### config.mk
export PLATFORM = sky130hd
export DESIGN_NAME = camera_pixel_unpack_convert_top_flat
export DESIGN_NICKNAME = d
export VERILOG_FILES = /design/src/hw/rtl/cppc_pkg.sv /design/src/hw/rtl/cppc_in_if.sv /design/src/hw/rtl/cppc_out_if.sv /design/src/hw/rtl/cppc_unpack.sv /design/src/hw/rtl/cppc_convert.sv /design/src/hw/rtl/cppc_out_buf.sv /design/src/hw/rtl/camera_pixel_unpack_convert_top.sv /design/src/flat_wrapper.sv
export VERILOG_INCLUDE_DIRS = /design/src /design/src/hw/rtl
export SDC_FILE = /design/constraint.sdc
export NUM_CORES = 1
export LEC_CHECK = 0
export ABC_AREA = 1
export BUFFER_PORTS_ARGS = -buffer_cell sky130_fd_sc_hd__buf_4
export CAP_MARGIN = 20
export CORE_UTILIZATION = 42
export DETAILED_ROUTE_END_ITERATION = 10
export GPL_TIMING_DRIVEN = 0
export PLACE_DENSITY = 0.69
export SLEW_MARGIN = 20
export SYNTH_ARGS = -nofsm -noshare
export SYNTH_HDL_FRONTEND = slang
export SYNTH_SLANG_ARGS = --single-unit
export TNS_END_PERCENT = 30
### constraint.sdc
create_clock -name clk -period 20.5 [get_ports clk]
set_input_delay 1.025 -clock clk [delete_from_list [all_inputs] [get_ports clk]]
set_output_delay 1.025 -clock clk [all_outputs]
set_load 0.05 [all_outputs]
### src/hw/rtl/assert_macros.svh
// Assertion helpers shared by the RTL files.
`ifndef ASSERT_MACROS_SVH
`define ASSERT_MACROS_SVH
`ifndef SYNTHESIS
`define ASSERT_CLK(label, clk, rst_n, prop) \
    label: assert property (@(posedge clk) disable iff (!rst_n) prop) \
        else $error("assertion failed");
`define ASSERT_NEVER(label, clk, rst_n, cond) \
    `ASSERT_CLK(label, clk, rst_n, !(cond))
`else
`define ASSERT_CLK(label, clk, rst_n, prop)
`define ASSERT_NEVER(label, clk, rst_n, cond)
`endif
`endif

### src/hw/rtl/cppc_pkg.sv
package cppc_pkg;

    localparam int BYTE_W = 8;
    localparam int POS_W  = 2;
    localparam int FRAC_W = 16;
    // Accumulator holds Y*2^16 plus the largest chroma term with sign
    localparam int ACC_W  = 27;
    localparam int DIFF_W = BYTE_W + 2;

    localparam logic [POS_W-1:0] UYVY_LAST_POS = 2'd3;
    localparam logic [POS_W-1:0] RGB_LAST_POS  = 2'd2;

    localparam logic signed [DIFF_W-1:0] CHROMA_OFS = 10'sd128;

    localparam logic signed [ACC_W-1:0] COEF_CR_R = 27'sd92176;
    localparam logic signed [ACC_W-1:0] COEF_CB_G = 27'sd22643;
    localparam logic signed [ACC_W-1:0] COEF_CR_G = 27'sd46983;
    localparam logic signed [ACC_W-1:0] COEF_CB_B = 27'sd116589;

    localparam logic [BYTE_W-1:0] CHAN_MAX = 8'hff;
    localparam logic [BYTE_W-1:0] CHAN_MIN = 8'h00;

    typedef enum logic
    {
        FMT_UYVY  = 1'b0,
        FMT_RGB24 = 1'b1
    } fmt_t;

    typedef struct packed
    {
        fmt_t              fmt;
        logic [BYTE_W-1:0] b0;
        logic [BYTE_W-1:0] b1;
        logic [BYTE_W-1:0] b2;
        logic [BYTE_W-1:0] b3;
    } grp_t;

    typedef struct packed
    {
        logic valid;
        grp_t data;
    } grp_link_t;

    typedef struct packed
    {
        logic [BYTE_W-1:0] red;
        logic [BYTE_W-1:0] green;
        logic [BYTE_W-1:0] blue;
        logic              last_of_run;
    } pix_t;

    // Floor by the shift, then clamp to 0..255
    function automatic logic [BYTE_W-1:0] clip_to_byte(input logic signed [ACC_W-1:0] acc);
        logic [BYTE_W-1:0] res;
        if (acc[ACC_W-1])
        begin
            res = CHAN_MIN;
        end
        else if (|acc[ACC_W-2:FRAC_W+BYTE_W])
        begin
            res = CHAN_MAX;
        end
        else
        begin
            res = acc[FRAC_W+BYTE_W-1:FRAC_W];
        end
        return res;
    endfunction

endpackage

### src/hw/rtl/cppc_in_if.sv
interface cppc_in_if;
    import cppc_pkg::*;

    logic              valid;
    logic              ready;
    logic [BYTE_W-1:0] byte_in;
    logic              sync;

    modport source (output valid, output byte_in, output sync, input ready);
    modport sink   (input valid, input byte_in, input sync, output ready);
endinterface

### src/hw/rtl/cppc_out_if.sv
interface cppc_out_if;
    import cppc_pkg::*;

    logic              valid;
    logic              ready;
    logic [BYTE_W-1:0] red;
    logic [BYTE_W-1:0] green;
    logic [BYTE_W-1:0] blue;
    logic              last_of_run;

    modport source (output valid, output red, output green, output blue,
                    output last_of_run, input ready);
    modport sink   (input valid, input red, input green, input blue,
                    input last_of_run, output ready);
endinterface

### src/hw/rtl/cppc_unpack.sv
`include "assert_macros.svh"

module cppc_unpack
(
    input  logic                clk,
    input  logic                rst_n,
    input  logic                cfg_we,
    input  logic                cfg_wdata,
    cppc_in_if.sink             byte_stream,
    output cppc_pkg::grp_link_t grp,
    input  logic                grp_take
);
    import cppc_pkg::*;

    fmt_t              fmt_reg;
    fmt_t              fmt_next;
    logic [POS_W-1:0]  pos_reg;
    logic [POS_W-1:0]  pos_next;
    logic [BYTE_W-1:0] held_reg [3];
    logic              grp_valid_reg;
    logic              grp_valid_next;
    grp_t              grp_data_reg;

    logic              in_fire;
    logic [POS_W-1:0]  pos_eff;
    logic              completes;
    logic              at_end;

    assign in_fire = byte_stream.valid && byte_stream.ready;

    always_comb
    begin
        pos_eff = byte_stream.sync ? '0 : pos_reg;
        if (fmt_reg == FMT_RGB24)
        begin
            completes = (pos_eff >= RGB_LAST_POS);
            at_end    = (pos_reg >= RGB_LAST_POS);
        end
        else
        begin
            completes = (pos_eff == UYVY_LAST_POS);
            at_end    = (pos_reg == UYVY_LAST_POS);
        end
    end

    // Stall only a beat that may close a group while the previous group still waits
    assign byte_stream.ready = !grp_valid_reg || !at_end;

    always_comb
    begin
        fmt_next = fmt_reg;
        pos_next = pos_reg;
        if (cfg_we)
        begin
            fmt_next = fmt_t'(cfg_wdata);
            pos_next = '0;
        end
        else if (in_fire)
        begin
            pos_next = completes ? '0 : POS_W'(pos_eff + 2'd1);
        end
        grp_valid_next = (grp_valid_reg && !grp_take) || (in_fire && completes);
    end

    always_ff @(posedge clk or negedge rst_n)
    begin
        if (!rst_n)
        begin
            fmt_reg       <= FMT_UYVY;
            pos_reg       <= '0;
            grp_valid_reg <= 1'b0;
        end
        else
        begin
            fmt_reg       <= fmt_next;
            pos_reg       <= pos_next;
            grp_valid_reg <= grp_valid_next;
        end
    end

    always_ff @(posedge clk)
    begin
        if (in_fire && !completes)
        begin
            held_reg[pos_eff] <= byte_stream.byte_in;
        end
        if (in_fire && completes)
        begin
            grp_data_reg.fmt <= fmt_reg;
            grp_data_reg.b0  <= held_reg[0];
            grp_data_reg.b1  <= held_reg[1];
            grp_data_reg.b2  <= held_reg[2];
            grp_data_reg.b3  <= byte_stream.byte_in;
        end
    end

    assign grp.valid = grp_valid_reg;
    assign grp.data  = grp_data_reg;

    `ASSERT_CLK(a_no_group_overwrite, clk, rst_n, (in_fire && completes) |-> !grp_valid_reg)
    `ASSERT_CLK(a_rgb_pos_bound, clk, rst_n, (fmt_reg == FMT_RGB24) |-> (pos_reg != UYVY_LAST_POS))
    `ASSERT_CLK(a_group_holds, clk, rst_n, (grp_valid_reg && !grp_take) |=> (grp_valid_reg && $stable(grp_data_reg)))

endmodule

### src/hw/rtl/cppc_convert.sv
module cppc_convert
(
    input  logic [cppc_pkg::BYTE_W-1:0] y,
    input  logic [cppc_pkg::BYTE_W-1:0] cb,
    input  logic [cppc_pkg::BYTE_W-1:0] cr,
    output logic [cppc_pkg::BYTE_W-1:0] red,
    output logic [cppc_pkg::BYTE_W-1:0] green,
    output logic [cppc_pkg::BYTE_W-1:0] blue
);
    import cppc_pkg::*;

    logic signed [DIFF_W-1:0] db;
    logic signed [DIFF_W-1:0] dr;
    logic signed [ACC_W-1:0]  base;
    logic signed [ACC_W-1:0]  acc_r;
    logic signed [ACC_W-1:0]  acc_g;
    logic signed [ACC_W-1:0]  acc_b;

    always_comb
    begin
        db    = $signed({2'b00, cb}) - CHROMA_OFS;
        dr    = $signed({2'b00, cr}) - CHROMA_OFS;
        base  = $signed({{(ACC_W-BYTE_W-FRAC_W){1'b0}}, y, {FRAC_W{1'b0}}});
        acc_r = base + COEF_CR_R * ACC_W'(dr);
        acc_g = base - COEF_CB_G * ACC_W'(db) - COEF_CR_G * ACC_W'(dr);
        acc_b = base + COEF_CB_B * ACC_W'(db);
        red   = clip_to_byte(acc_r);
        green = clip_to_byte(acc_g);
        blue  = clip_to_byte(acc_b);
    end

endmodule

### src/hw/rtl/cppc_out_buf.sv
`include "assert_macros.svh"

module cppc_out_buf
(
    input  logic                clk,
    input  logic                rst_n,
    input  cppc_pkg::grp_link_t grp,
    output logic                grp_take,
    cppc_out_if.source          pixel_stream
);
    import cppc_pkg::*;

    localparam logic [1:0] CNT_PAIR = 2'd2;
    localparam logic [1:0] CNT_ONE  = 2'd1;
    localparam logic [1:0] CNT_BAD  = 2'd3;

    pix_t       slot0_reg;
    pix_t       slot1_reg;
    logic [1:0] cnt_reg;
    logic [1:0] cnt_next;

    pix_t              conv0;
    pix_t              conv1;
    pix_t              load0;
    logic              out_fire;

    cppc_convert u_conv0
    (
        .y     (grp.data.b1),
        .cb    (grp.data.b0),
        .cr    (grp.data.b2),
        .red   (conv0.red),
        .green (conv0.green),
        .blue  (conv0.blue)
    );

    cppc_convert u_conv1
    (
        .y     (grp.data.b3),
        .cb    (grp.data.b0),
        .cr    (grp.data.b2),
        .red   (conv1.red),
        .green (conv1.green),
        .blue  (conv1.blue)
    );

    assign conv0.last_of_run = 1'b0;
    assign conv1.last_of_run = 1'b1;

    always_comb
    begin
        out_fire = pixel_stream.valid && pixel_stream.ready;
        // Take a group once the last waiting pixel leaves
        grp_take = grp.valid && ((cnt_reg == '0) || ((cnt_reg == CNT_ONE) && out_fire));
        if (grp.data.fmt == FMT_RGB24)
        begin
            load0.red         = grp.data.b0;
            load0.green       = grp.data.b1;
            load0.blue        = grp.data.b3;
            load0.last_of_run = 1'b1;
        end
        else
        begin
            load0 = conv0;
        end
        if (grp_take)
        begin
            cnt_next = (grp.data.fmt == FMT_RGB24) ? CNT_ONE : CNT_PAIR;
        end
        else if (out_fire)
        begin
            cnt_next = cnt_reg - CNT_ONE;
        end
        else
        begin
            cnt_next = cnt_reg;
        end
    end

    always_ff @(posedge clk or negedge rst_n)
    begin
        if (!rst_n)
        begin
            cnt_reg <= '0;
        end
        else
        begin
            cnt_reg <= cnt_next;
        end
    end

    always_ff @(posedge clk)
    begin
        if (grp_take)
        begin
            slot0_reg <= load0;
            slot1_reg <= conv1;
        end
        else if (out_fire && (cnt_reg == CNT_PAIR))
        begin
            // advance the second pixel of the pair
            slot0_reg <= slot1_reg;
        end
    end

    assign pixel_stream.valid       = (cnt_reg != '0);
    assign pixel_stream.red         = slot0_reg.red;
    assign pixel_stream.green       = slot0_reg.green;
    assign pixel_stream.blue        = slot0_reg.blue;
    assign pixel_stream.last_of_run = slot0_reg.last_of_run;

    `ASSERT_NEVER(a_cnt_range, clk, rst_n, cnt_reg == CNT_BAD)
    `ASSERT_CLK(a_pair_order, clk, rst_n, (cnt_reg == CNT_PAIR) |-> (!slot0_reg.last_of_run && slot1_reg.last_of_run))
    `ASSERT_CLK(a_uyvy_pair, clk, rst_n, (grp_take && (grp.data.fmt == FMT_UYVY)) |=> (cnt_reg == CNT_PAIR))

endmodule

### src/hw/rtl/camera_pixel_unpack_convert_top.sv
// The first pixel of a group passes through the group register and then the result register.
// Unless stalled: one byte per cycle in; one pixel per cycle out from a two-pixel result register.
// A group waits in a single group register; a beat at the closing position stalls while it is full.
// Reset (rst_n low, asynchronous): format UYVY, grouping at the first byte, no pixel pending.
// A pixel_format write also restarts grouping.
module camera_pixel_unpack_convert_top
(
    input  logic       clk,
    input  logic       rst_n,
    cppc_in_if.sink    byte_stream,
    cppc_out_if.source pixel_stream,
    input  logic       cfg_we,
    input  logic       cfg_wdata
);
    import cppc_pkg::*;

    grp_link_t grp;
    logic      grp_take;

    cppc_unpack u_unpack
    (
        .clk         (clk),
        .rst_n       (rst_n),
        .cfg_we      (cfg_we),
        .cfg_wdata   (cfg_wdata),
        .byte_stream (byte_stream),
        .grp         (grp),
        .grp_take    (grp_take)
    );

    cppc_out_buf u_out_buf
    (
        .clk          (clk),
        .rst_n        (rst_n),
        .grp          (grp),
        .grp_take     (grp_take),
        .pixel_stream (pixel_stream)
    );

endmodule
### src/flat_wrapper.sv
// flat-port wrapper written by rule: the top's interface ports become plain ports
module camera_pixel_unpack_convert_top_flat import cppc_pkg::*;
  (clk, rst_n, cfg_we, cfg_wdata, byte_stream_valid, byte_stream_byte_in, byte_stream_sync, byte_stream_ready, pixel_stream_valid, pixel_stream_red, pixel_stream_green, pixel_stream_blue, pixel_stream_last_of_run, pixel_stream_ready);
  cppc_in_if byte_stream_i ();
  cppc_out_if pixel_stream_i ();
  input  logic clk;
  input  logic rst_n;
  input  logic cfg_we;
  input  logic cfg_wdata;
  input wire logic [$bits(byte_stream_i.valid)-1:0] byte_stream_valid;
  input wire logic [$bits(byte_stream_i.byte_in)-1:0] byte_stream_byte_in;
  input wire logic [$bits(byte_stream_i.sync)-1:0] byte_stream_sync;
  output wire logic [$bits(byte_stream_i.ready)-1:0] byte_stream_ready;
  output wire logic [$bits(pixel_stream_i.valid)-1:0] pixel_stream_valid;
  output wire logic [$bits(pixel_stream_i.red)-1:0] pixel_stream_red;
  output wire logic [$bits(pixel_stream_i.green)-1:0] pixel_stream_green;
  output wire logic [$bits(pixel_stream_i.blue)-1:0] pixel_stream_blue;
  output wire logic [$bits(pixel_stream_i.last_of_run)-1:0] pixel_stream_last_of_run;
  input wire logic [$bits(pixel_stream_i.ready)-1:0] pixel_stream_ready;
  assign byte_stream_i.valid = byte_stream_valid;
  assign byte_stream_i.byte_in = byte_stream_byte_in;
  assign byte_stream_i.sync = byte_stream_sync;
  assign byte_stream_ready = byte_stream_i.ready;
  assign pixel_stream_valid = pixel_stream_i.valid;
  assign pixel_stream_red = pixel_stream_i.red;
  assign pixel_stream_green = pixel_stream_i.green;
  assign pixel_stream_blue = pixel_stream_i.blue;
  assign pixel_stream_last_of_run = pixel_stream_i.last_of_run;
  assign pixel_stream_i.ready = pixel_stream_ready;
  camera_pixel_unpack_convert_top u_core (.clk(clk), .rst_n(rst_n), .byte_stream(byte_stream_i), .pixel_stream(pixel_stream_i), .cfg_we(cfg_we), .cfg_wdata(cfg_wdata));
endmodule
# After elaboration in Yosys (flattened, before gate mapping)

Memory sizes are Yosys's and may differ from the RTL's. A register that Yosys moved wholly into a read port is not among the register bits.
Index checks and enable logic that the tools add are counted.

Equal/unequal tests: 4
$mul: 4
Muxes and demuxes: 23
$lt $le $gt $ge: 2
Add/subtract/negate cells: 12
Reductions and logical operators: 26

Operators with widths:

| operator                                          | number |
|---|---|
| adder 25 x 27 -> 27 bit                           | 4 |
| two-way mux 25 bit                                | 3 |
| two-way mux 8 bit                                 | 9 |
| subtractor 25 x 27 -> 27 bit                      | 2 |
| subtractor 27 bit                                 | 2 |
| multiplier 18 x 9 -> 27 bit, first input constant | 1 |
| multiplier 17 x 9 -> 26 bit, first input constant | 1 |
| multiplier 16 x 9 -> 25 bit, first input constant | 1 |
| multiplier 14 x 9 -> 23 bit, first input constant | 1 |
| subtractor 8 x 8 -> 9 bit, second input constant  | 2 |
| two-way mux 2 bit                                 | 7 |
| OR reduction 2 bit                                | 6 |
| logical AND 1 bit                                 | 8 |
| nonzero test 2 bit                                | 4 |
| == test 2 bit, second input constant              | 3 |
| >= comparator 2 bit, second input constant        | 2 |
| zero test 1 bit                                   | 4 |
| two-way mux 1 bit                                 | 4 |
| logical OR 1 bit                                  | 3 |
| adder 2 x 1 -> 2 bit, second input constant       | 1 |
| == test 2 x 1 -> 1 bit, second input constant     | 1 |
| zero test 2 bit                                   | 1 |
| subtractor 2 x 1 -> 2 bit, second input constant  | 1 |

Output and inout port bits: 27
Bits of input ports: 15
Memory bits (writable): 24
Bits in registers: 64
Memories kept: 1
Word-level logic and storage cells: 85

Memory list:

| memory                   | words | bits a word | rd ports | clocked after Yosys merged registers in | write ports | line              | text |
|---|---|---|---|---|---|---|---|
| u_core.u_unpack.held_reg | 3     | 8           | 3        | 3                                       | 1           | cppc_unpack.sv:19 | `logic [BYTE_W-1:0] held_reg [3];` |

# Longest topological paths before layout

Gate-level depths: netlist of run 1.

Depth in word-level cells: 9
Gate-level depth with buffers: 39

# By module

Synthesis of run 1 repeated with hierarchy kept, for this count alone.

Cells, all modules: 3229
Area, all modules: 26479.1 sq um

Modules (own cells, without submodules):

| module                                  | seq. area each (sq um) | instances | cells an instance | area each (sq um) |
|---|---|---|---|---|
| cppc_convert (u_core.u_out_buf.u_conv0) | 0.0                    | 1         | 1450              | 11105.7 |
| cppc_convert (u_core.u_out_buf.u_conv1) | 0.0                    | 1         | 1440              | 11026.8 |
| cppc_out_buf                            | 1521.5                 | 1         | 231               | 2302.2 |
| cppc_unpack                             | 1811.7                 | 1         | 108               | 2044.5 |

# Least setup slack after synthesis of run 1

OpenSTA, ideal clock, no wires.

Path kind: register to register
Start: reg, netlist name u_core.u_unpack.grp[31]
End: reg u_core.u_out_buf.slot0_reg, in the netlist u_core.u_out_buf.pixel_stream.green[0] (data pin)
Library setup time: 254 ps
Period minus slack after synthesis: 6691 ps
Required time: 20246 ps
Buffers on the path: 0
Arrival time: 6437 ps
Setup slack: 13809 ps
Stages on the path, launching flop included: 35
Cell sequence: edfxtp_1 -> inv_1 -> ha_1 -> inv_1 -> ha_1 -> inv_1 -> fa_1 -> inv_1 -> fa_1 -> inv_1 -> fa_1 -> inv_1 -> ha_1 -> nand2_1 -> o21ai_1 -> a21oi_1 -> o21ai_1 -> a21oi_1 -> o21ai_1 -> xor2_1 -> fa_1 -> inv_1 -> ha_1 -> nand2_1 -> nor2_1 -> inv_1 -> nor3_1 -> and2_1 -> nand2_1 -> nand3_1 -> nand2_1 -> nor2_2 -> nand2_1 -> nand3_1 -> nand2_1

Word-level cells in the longest chain between the ends: 9

Ends and longest elaborated chain:

| item                             | line                | text |
|---|---|---|
| subtractor 8 x 8 -> 9 bit (*)    | cppc_convert.sv:21  | `db = $signed({2'b00, cb}) - CHROMA_OFS;` |
| multiplier 16 x 9 -> 25 bit (*)  | cppc_convert.sv:25  | `acc_g = base - COEF_CB_G * ACC_W'(db) - COEF_CR_G * ACC_W'(dr);` |
| subtractor 25 x 27 -> 27 bit (*) | cppc_convert.sv:25  |  |
| subtractor 27 bit (*)            | cppc_convert.sv:25  |  |
| OR reduction 2 bit               | cppc_pkg.sv:59      | `else if (\|acc[ACC_W-2:FRAC_W+BYTE_W])` |
| two-way mux 8 bit                | cppc_pkg.sv:59      |  |
| two-way mux 8 bit (*)            | cppc_pkg.sv:55      | `if (acc[ACC_W-1])` |
| two-way mux 25 bit (*)           | cppc_out_buf.sv:55  | `if (grp.data.fmt == FMT_RGB24)` |
| two-way mux 25 bit (*)           | cppc_out_buf.sv:94  | `if (grp_take)` |
| to (signal assigned)             | cppc_out_buf.sv:96  | `slot0_reg <= load0;` |
| to (signal assigned)             | cppc_out_buf.sv:102 | `slot0_reg <= slot1_reg;` |
| to (decl)                        | cppc_out_buf.sv:17  | `pix_t slot0_reg;` |

Every way passes the cells marked *; elsewhere a longest branch is shown, timed or not.
A chain may end at the register's enable or synchronous reset.

# Worst setup path in the final report of run 1

Start: reg, netlist name u_core.u_unpack.grp[31]
End: reg u_core.u_out_buf.slot0_reg, in the netlist u_core.u_out_buf.pixel_stream.green[5] (data pin)

Word-level cells in the longest chain between the ends: 9

Ends and longest elaborated chain:

| item                             | line |
|---|---|
| subtractor 8 x 8 -> 9 bit (*)    | cppc_convert.sv:21 |
| multiplier 16 x 9 -> 25 bit (*)  | cppc_convert.sv:25 |
| subtractor 25 x 27 -> 27 bit (*) | cppc_convert.sv:25 |
| subtractor 27 bit (*)            | cppc_convert.sv:25 |
| OR reduction 2 bit               | cppc_pkg.sv:59 |
| two-way mux 8 bit                | cppc_pkg.sv:59 |
| two-way mux 8 bit (*)            | cppc_pkg.sv:55 |
| two-way mux 25 bit (*)           | cppc_out_buf.sv:55 |
| two-way mux 25 bit (*)           | cppc_out_buf.sv:94 |

Marks and branches as above.

==> results by stage, run 1 <==
Yosys:
- sky130_fd_sc_hd__ha_1 takes more of the synthesized area than any other cell.
- Sorting the synthesized cells by how often they occur yields sky130_fd_sc_hd__inv_1 (438), sky130_fd_sc_hd__nand2_1 (413), sky130_fd_sc_hd__ha_1 (341).
- In this run the biggest area consumer among cell types represents 24.3% of the synthesized area.
- The part of the Yosys area used for sequential elements is 19.0%.
- The mapped cell area is 0.0175 mm2.
- The number of nets produced by synthesis is 2639.
- The async set or reset register ratio after synthesis is 5.36%.
- The most common cell in the synthesized netlist is sky130_fd_sc_hd__inv_1.
- Synthesis instantiated 47 different standard cells from the library.
- After synthesis the netlist holds a flip-flop and latch count of 112.
- Sorting the synthesized cells by area gives the leading types as sky130_fd_sc_hd__ha_1 (24%), sky130_fd_sc_hd__edfxtp_1 (18%), sky130_fd_sc_hd__fa_1 (14%).
- A synthesized cell averages 8.14 um2.
- The number of flops mapped to enable cells by yosys is 106.
- The yosys synthesis warning count is 0.
- The number of standard cells after synthesis is 2156.
- The main flop type after synthesis is sky130_fd_sc_hd__edfxtp_1.

STA:
- Setup violations remaining at the end of the flow were counted as 0.
- After layout, the worst path uses 41.5% of the clock period.
- Across all setup checks in the final design, the least slack found is 11990 ps.
- The post-layout minimum cycle time is 8520 ps.
- The worst pin sits at a relative slew slack of 47.5%.
- At the pin with the least slew margin, the transition time is 785 ps.
- The fmax is 117 MHz.
- The number of pins with negative max-slew slack in the final report is 0.
- The final-layout setup total negative slack is 0 ps.
- The clock skew after layout is 22.4 ps.
- Setup repair after global routing left no endpoint under its margin.
- The final count of hold timing violations is 0.

Cells and area:
- The finished cells cover 0.0189 mm2.
- The number of antenna repair diodes is 0.
- The layout has 3976 filler cells.
- The post-route netlist has 5.37% of its cells at a drive strength greater than 1.
- Cells fill 46.0% of the core in the end.
- The net count reported at finish is 2692.
- The register with the most flip-flops in the layout has 33 of them.
- The area added between synthesis and finish is 7.55%.

Placed design:
- Timing analysis after detailed placement gives a worst setup slack of 12010 ps.
- The HPWL reported at the end of detailed placement is 41800 um.
- The global placer's final weighted congestion is 0.922.
- Input and output buffers added on the ports amount to 41.
- Once placement finished, the instance area stood at 0.0186 mm2.

Detailed routing:
- Dividing the detail-routed via count by the number of cells gives 5.26.
- The post-detailed-route wirelength per cell is 17.6 um.
- For this run, design rule violations remaining after detail routing come to 2.
- The first-pass iteration count of the detailed router is 9.
- The final wirelength is 48200 um.
- Across all layers, the routed design uses 14400 vias.
- The initial detailed-routing violation count is 1008.
- Once detail routing completed, the nets flagged for antenna violations numbered 0.

GRT:
- For this run, global-route usage on met3 was measured as 3.22%.
- The maximum number of pins on one net before global-route repair is 28.
- The number of global-route vias before repair is 13900.
- The aggregate global-route resource usage is 23.3%.
- For this run, global-route usage on met1 was measured as 31.4%.
- In this run the most used layer during global routing was met2.
- Summed over all layers, the global routing overflow is 0.
- The initial antenna violation count is 0.
- The global-route wire length before repair is 75700 um.
- The met2 track demand over resource is 38.3%.

Clocking:
- The number of sinks driven by the clock tree is 112.
- The cell sitting at the root of the clock tree is a sky130_fd_sc_hd__clkbuf_16.
- The CTS tree is yes.
- After clock tree synthesis, the repair step resized 0 gates.
- Clock-pin slew was measured on the worst setup and hold paths at 100 ps.
- The maximum clock path buffer count is 2.
- At the later pin of the worst-skew pair, clock insertion delay measures 380 ps.
- The number of H-tree branching levels is 3.
- In this run the post-CTS setup repair buffer count came out at 0.
- The number of buffers created by CTS is 9.
- Hold repair after CTS inserted 0 buffers.

Setup path:
- STA puts the critical path data required time at 20610 ps.
- The worst setup path is launched from a flop.
- The critical path is of the flop to flop type.
- By instance count, the cell type seen most on the critical path is sky130_fd_sc_hd__nand2_1.
- The critical path startpoint is u_core.u_unpack.grp[31]$_DFFE_PP_.
- The critical register-to-register path startpoint is u_core.u_unpack.grp[31]$_DFFE_PP_.
- The critical path data arrival time is 8630 ps.
- The biggest fanout along the worst timing path is 14.
- The endpoint kind of the worst setup timing path is a flop.
- The largest stage delay on the critical path is 850 ps.
- The worst-path cell with the longest stage delay is sky130_fd_sc_hd__edfxtp_1.

Die:
- The die is 206 um tall.
- During I/O placement, the number of pins put on the boundary was 42.
- The die extent in x is 206 um.
- The overall die area is 0.0426 mm2.
- The region available for standard cell placement spans 0.0410 mm2.
- The initial standard-cell utilization of the core is 42.8%.
- The floorplan has 74 rows.

Min path:
- The classification of the worst-slack hold path is flop to flop.
- The beginning of the worst hold path is u_core.u_unpack.held_reg[2][5]$_DFFE_PP_.

Run status:
- The run finished, with violations left.
- The checks that failed: DRC.

Job:
- The total of max-cap violations is 0.
## cells in the final DEF, fill, tap and decap left out, drive strengths merged, types with 3 or more instances in the layout
| master | netlist | layout |
|---|---|---|
| a31o | 3 | 3 |
| and2 | 4 | 4 |
| o21a | 7 | 7 |
| nor3 | 18 | 18 |
| nand3 | 122 | 122 |
| ha | 341 | 341 |
| nor2 | 121 | 121 |
| inv | 446 | 450 |
| nand4 | 48 | 48 |
| edfxtp | 106 | 106 |
| xor2 | 51 | 51 |
| dfrtp | 6 | 6 |
| nor4 | 6 | 6 |
| clkbuf | 4 | 13 |
| o21ai | 84 | 84 |
| o31ai | 3 | 3 |
| fa | 127 | 127 |
| a21o | 10 | 10 |
| a31oi | 6 | 6 |
| o21bai | 6 | 6 |
| xnor2 | 42 | 42 |
| nand2 | 430 | 430 |
| clkinv | 0 | 3 |
| buf | 3 | 45 |
| nand3b | 6 | 6 |
| a21oi | 136 | 136 |
| or2 | 6 | 6 |
| o211ai | 6 | 6 |
## cell type report
class,count,area (um2),share of cell area (%)
Buffer,7,36.3,0.192
Clock buffer,9,225,1.19
Clock inverter,7,81.3,0.431
Inverter,446,1680,8.89
Multi-Input combinational cell,1591,12500,66.3
Sequential cell,112,3330,17.7
Tap cell,532,666,3.53
Timing Repair Buffer,42,335,1.78
## layer usage
| layer | part of all wire, % | routed length [um] | vias up |
|---|---|---|---|
| met5 | 0 | 0 | - |
| met4 | 3.2 | 1550 | 0 |
| met3 | 5.5 | 2640 | 72 |
| met2 | 46 | 22200 | 438 |
| met1 | 45 | 21900 | 6783 |
| li1 | - | - | 7147 |
## final timing paths
kind	endpoint	slack, ps	cells after the start
worst max register to register	u_core.u_out_buf.pixel_stream.green[5]$_DFFE_PP_	11990	34
worst max-delay path	u_core.u_out_buf.pixel_stream.green[5]$_DFFE_PP_	11990	34
max in group asynchronous	u_core.u_unpack.pos_reg[1]$_DFFE_PN0P_	19940	1
worst min-delay path	u_core.u_unpack.grp[13]$_DFFE_PP_	410	0
worst min register to register	u_core.u_unpack.grp[13]$_DFFE_PP_	410	0
min in group asynchronous	u_core.u_out_buf.cnt_reg[0]$_DFFE_PN0P_	440	1
## through the flow
step	hold WS [ps]	cells
floorplan	400	2156
global placement	405	2729
detailed placement	405	2730
CTS	410	2746
global route	422	2746
finish	407	2746
## worst max-delay path: cells and delay by family, from the launching register on
family	cells	cell delay [ps]
AO/OA/AOI/OAI	7	1300
buffers and inverters	7	1050
AND/OR/NAND/NOR	11	1350
XOR/XNOR	1	370
flip-flops	1	850
adder cells (fa/ha/maj)	8	3330
## cells by family (layout without fill, tap and decap cells)
kind of cell,after synthesis,in the layout,synth area share (%)
compound gates,267,267,8.34
fa+ha+maj,468,468,38.8
flops,112,112,19.0
xor+xnor,93,93,4.96
simple gates,763,763,19.1
buf+inv,453,511,9.76
Power of run 1 is not shown: default switching activity piles up to over one toggle a cycle in this logic, so the estimate is an artifact.
==> inputs of run 2 (changes only) <==
--- a/config.mk
+++ b/config.mk
@@ -12,7 +12,7 @@
 export CORE_UTILIZATION = 42
 export DETAILED_ROUTE_END_ITERATION = 10
 export GPL_TIMING_DRIVEN = 0
-export PLACE_DENSITY = 0.69
+export PLACE_DENSITY = 0.71
 export SLEW_MARGIN = 20
 export SYNTH_ARGS = -nofsm -noshare
 export SYNTH_HDL_FRONTEND = slang
==> constraint.sdc (replaced) <==
create_clock -name clk -period 7.3 [get_ports clk]
set_input_delay 0.365 -clock clk [delete_from_list [all_inputs] [get_ports clk]]
set_output_delay 0.365 -clock clk [all_outputs]
set_load 0.05 [all_outputs]
==> run 2 against run 1 <==
Against the previous run: the run still ends with DRC left; via count increased by 1.7%; setup slack got worse by 12000 ps; final cell count is 1.3% higher; hold slack worse by 200 ps; sequential cell count stayed put; clock skew shrank 7.4 ps; highest routed layer unchanged; cell area up 3.5%; global-route usage grew 0.24 points; critical path type unchanged; sequential share of layout area down 0.60 points; first-iteration DRC count increased by 6.2%; register-to-register slack lost 12000 ps; count of clock-buffer cells in the layout up 1.
==> results by stage, run 2 (same netlist as run 1, synthesis figures left out) <==
Run status:
- The flow ran to the end, but the final reports show violations.
- The checks that failed: DRC.

Cells and area:
- The share of post-route cells with drive strength above 1 is 10.1%.
- The top cell types in the final layout, fill and taps aside, are sky130_fd_sc_hd__inv_1 (431), sky130_fd_sc_hd__nand2_1 (406), sky130_fd_sc_hd__ha_1 (324).
- The post-route non-filler standard cell count is 2782.
- Leaving out fill and tap cells, the most frequent cell in the layout is sky130_fd_sc_hd__inv_1.
- The flip-flop count of the largest register after layout is 33.
- The final cell utilization of the core is 47.6%.
- The repair_antennas step left the layout with diodes totalling 0.
- The area added between synthesis and finish is 11.3%.
- The net count reported at finish is 2728.

Setup path:
- The largest single stage delay on the critical path is 550 ps.
- The worst-path cell with the longest stage delay is sky130_fd_sc_hd__edfxtp_1.
- The library cell appearing most often on the critical path is sky130_fd_sc_hd__inv_1.
- STA classifies the critical path startpoint as a flop.
- The endpoint kind of the worst setup timing path is a flop.
- The gate family responsible for the most delay along the worst path is adder cells.
- The worst setup path is of the flop to flop kind.
- Data on the critical path is required at its endpoint by 7400 ps.
- The number of buffer and inverter instances along the worst setup path is 7.
- The critical path data arrival time is 7160 ps.
- The biggest fanout along the worst timing path is 8.

Die:
- The number of ports placed on the die boundary is 42.
- The die is 206 um wide.
- The vertical extent of the die is 206 um.
- The floorplan has 74 rows.
- The core area is 0.0410 mm2.
- The initial standard-cell utilization of the core is 42.8%.
- The die covers 0.0426 mm2.

STA:
- For the pin with the worst max-slew slack, the measured transition is 807 ps.
- The fmax is 142 MHz.
- The final count of hold timing violations came to 0.
- The final-layout worst hold slack is 203 ps.
- The number of pins with negative max-slew slack in the final report is 0.
- The worst path uses 96.7% of the clock period.
- The clock period could shrink to 7060 ps.
- The final count of negative-setup-slack endpoints is 0.
- In this run the tightest slew margin relative to its limit is 46.0%.
- The clock skew after layout is 15.0 ps.

Clocking:
- The source-to-sink clock delay at the later pin of the worst-skew pair is 370 ps.
- Buffers inserted during clock tree synthesis total 9.
- After clock tree synthesis, the clock-pin slew on the worst setup and hold paths is 80 ps.
- The CTS tree is yes.
- The maximum clock path buffer count is 2.
- The number of sinks driven by the clock tree is 112.
- The cell sitting at the root of the clock tree is a sky130_fd_sc_hd__clkbuf_16.
- The H-tree was split into 3 levels.

Detailed routing:
- The initial detailed-routing violation count is 1070.
- Summing over every cut layer, the via total after detailed routing is 14700.
- The first-pass iteration count of the detailed router is 8.
- For this block, the routed nets add up to 49200 um of wire.
- Dividing the detail-routed wire length by the instance count gives 17.7 um.
- The detail route stage leaves a number of antenna-violating nets equal to 0.
- The average vias per placed instance is 5.28.
- In the routed design, unresolved DRC markers number 2.

GRT:
- The first global-routing pass estimated 76600 um of wire.
- Global routing consumed, over all layers together, 23.6% of the routing resources.
- The maximum number of pins on one net before global-route repair is 28.
- Global routing finished with a remaining overflow of 0.
- The fraction of met3 tracks used by global routing is 3.37%.
- The initial antenna violation count is 0.
- For met1 alone, demand over resource in global routing was 31.9%.
- The met2 track demand over resource is 38.9%.
- The number of global-route vias before repair is 14200.
- In this run the most used layer during global routing was met2.

Placed design:
- In this run the tool buffered the top-level ports with 41 buffer cells.
- The HPWL after detailed placement is 42000 um.
- The number of placed instances with taps included is 2730.
- At the end of routability-driven placement, the weighted congestion stood at 0.967.

Job:
- The total of max-cap violations is 0.

Min path:
- The classification of the worst-slack hold path is input port to flop.
-- run 2: cell types whose count changed in the layout (fill, tap and decap cells not counted), moves of 5 or more --
cell | before | now
sky130_fd_sc_hd__a21oi_2 | 2 | 13
sky130_fd_sc_hd__xor2_2 | 0 | 8
sky130_fd_sc_hd__inv_2 | 7 | 12
sky130_fd_sc_hd__buf_4 | 41 | 75
sky130_fd_sc_hd__ha_1 | 341 | 324
sky130_fd_sc_hd__inv_1 | 438 | 431
sky130_fd_sc_hd__nand2_1 | 412 | 406
sky130_fd_sc_hd__xor2_1 | 48 | 40
sky130_fd_sc_hd__ha_2 | 0 | 11
sky130_fd_sc_hd__ha_4 | 0 | 6
sky130_fd_sc_hd__nand2_2 | 16 | 22
sky130_fd_sc_hd__a21oi_1 | 134 | 120
sky130_fd_sc_hd__o21ai_2 | 0 | 5
-- run 2: metal layers --
| metal | vias up | wire (um) |
|---|---|---|
| met5 | - | 0 |
| met4 | 0 | 1200 |
| met3 | 54 | 2990 |
| met2 | 431 | 22900 |
| met1 | 6981 | 22100 |
| li1 | 7222 | - |
-- run 2: final timing paths --
kind	startpoint	endpoint	slack (ps)	cells after the start
worst max-delay path	u_core.u_unpack.grp[27]$_DFFE_PP_	u_core.u_out_buf.pixel_stream.green[1]$_DFFE_PP_	240	32
worst min-delay path	byte_stream_byte_in[6]	u_core.u_unpack.held_reg[2][6]$_DFFE_PP_	200	1
worst max register to register	u_core.u_unpack.grp[27]$_DFFE_PP_	u_core.u_out_buf.pixel_stream.green[1]$_DFFE_PP_	240	32
worst min register to register	u_core.u_unpack.held_reg[2][0]$_DFFE_PP_	u_core.u_unpack.grp[8]$_DFFE_PP_	420	0
max in group asynchronous	rst_n	u_core.u_unpack.pos_reg[1]$_DFFE_PN0P_	6850	2
min in group asynchronous	rst_n	u_core.u_out_buf.cnt_reg[0]$_DFFE_PN0P_	340	2
-- run 2: final cells by class --
class | instances | area, um2
Fill cell | 3922 | 21500
Inverter | 446 | 1690
Buffer | 7 | 36.3
Multi-Input combinational cell | 1591 | 12900
Clock inverter | 6 | 65.1
Tap cell | 532 | 666
Clock buffer | 10 | 229
Sequential cell | 112 | 3330
Timing Repair Buffer | 78 | 612
-- run 2: stage by stage --
step,cell area (um2),TNS [ps],worst slack [ps]
final,19500,0,242
after global routing,19500,-62.5,-41.5
after CTS,19000,0,25.3
after detailed placement,18600,-15070,-1140
after global placement,18500,-15460,-1140
after floorplan,17500,0,609
-- run 2: worst reg2reg max path: cells and delay by family, from the launching register on --
family	cells	cell delay, ps
flip-flops	1	550
AO/OA/AOI/OAI	5	830
adder cells (fa/ha/maj)	8	3310
AND/OR/NAND/NOR	11	1420
buffers and inverters	7	510
XOR/XNOR	1	180
-- run 2: timing repair --
action	CTS	global route
hold endpoints to repair	6	0
setup endpoints to repair	16	16
hold buffers	1	0
pin swaps	0	9
gates resized for setup	14	78
setup buffers	14	21
Power of run 2 is left out for the same reason.
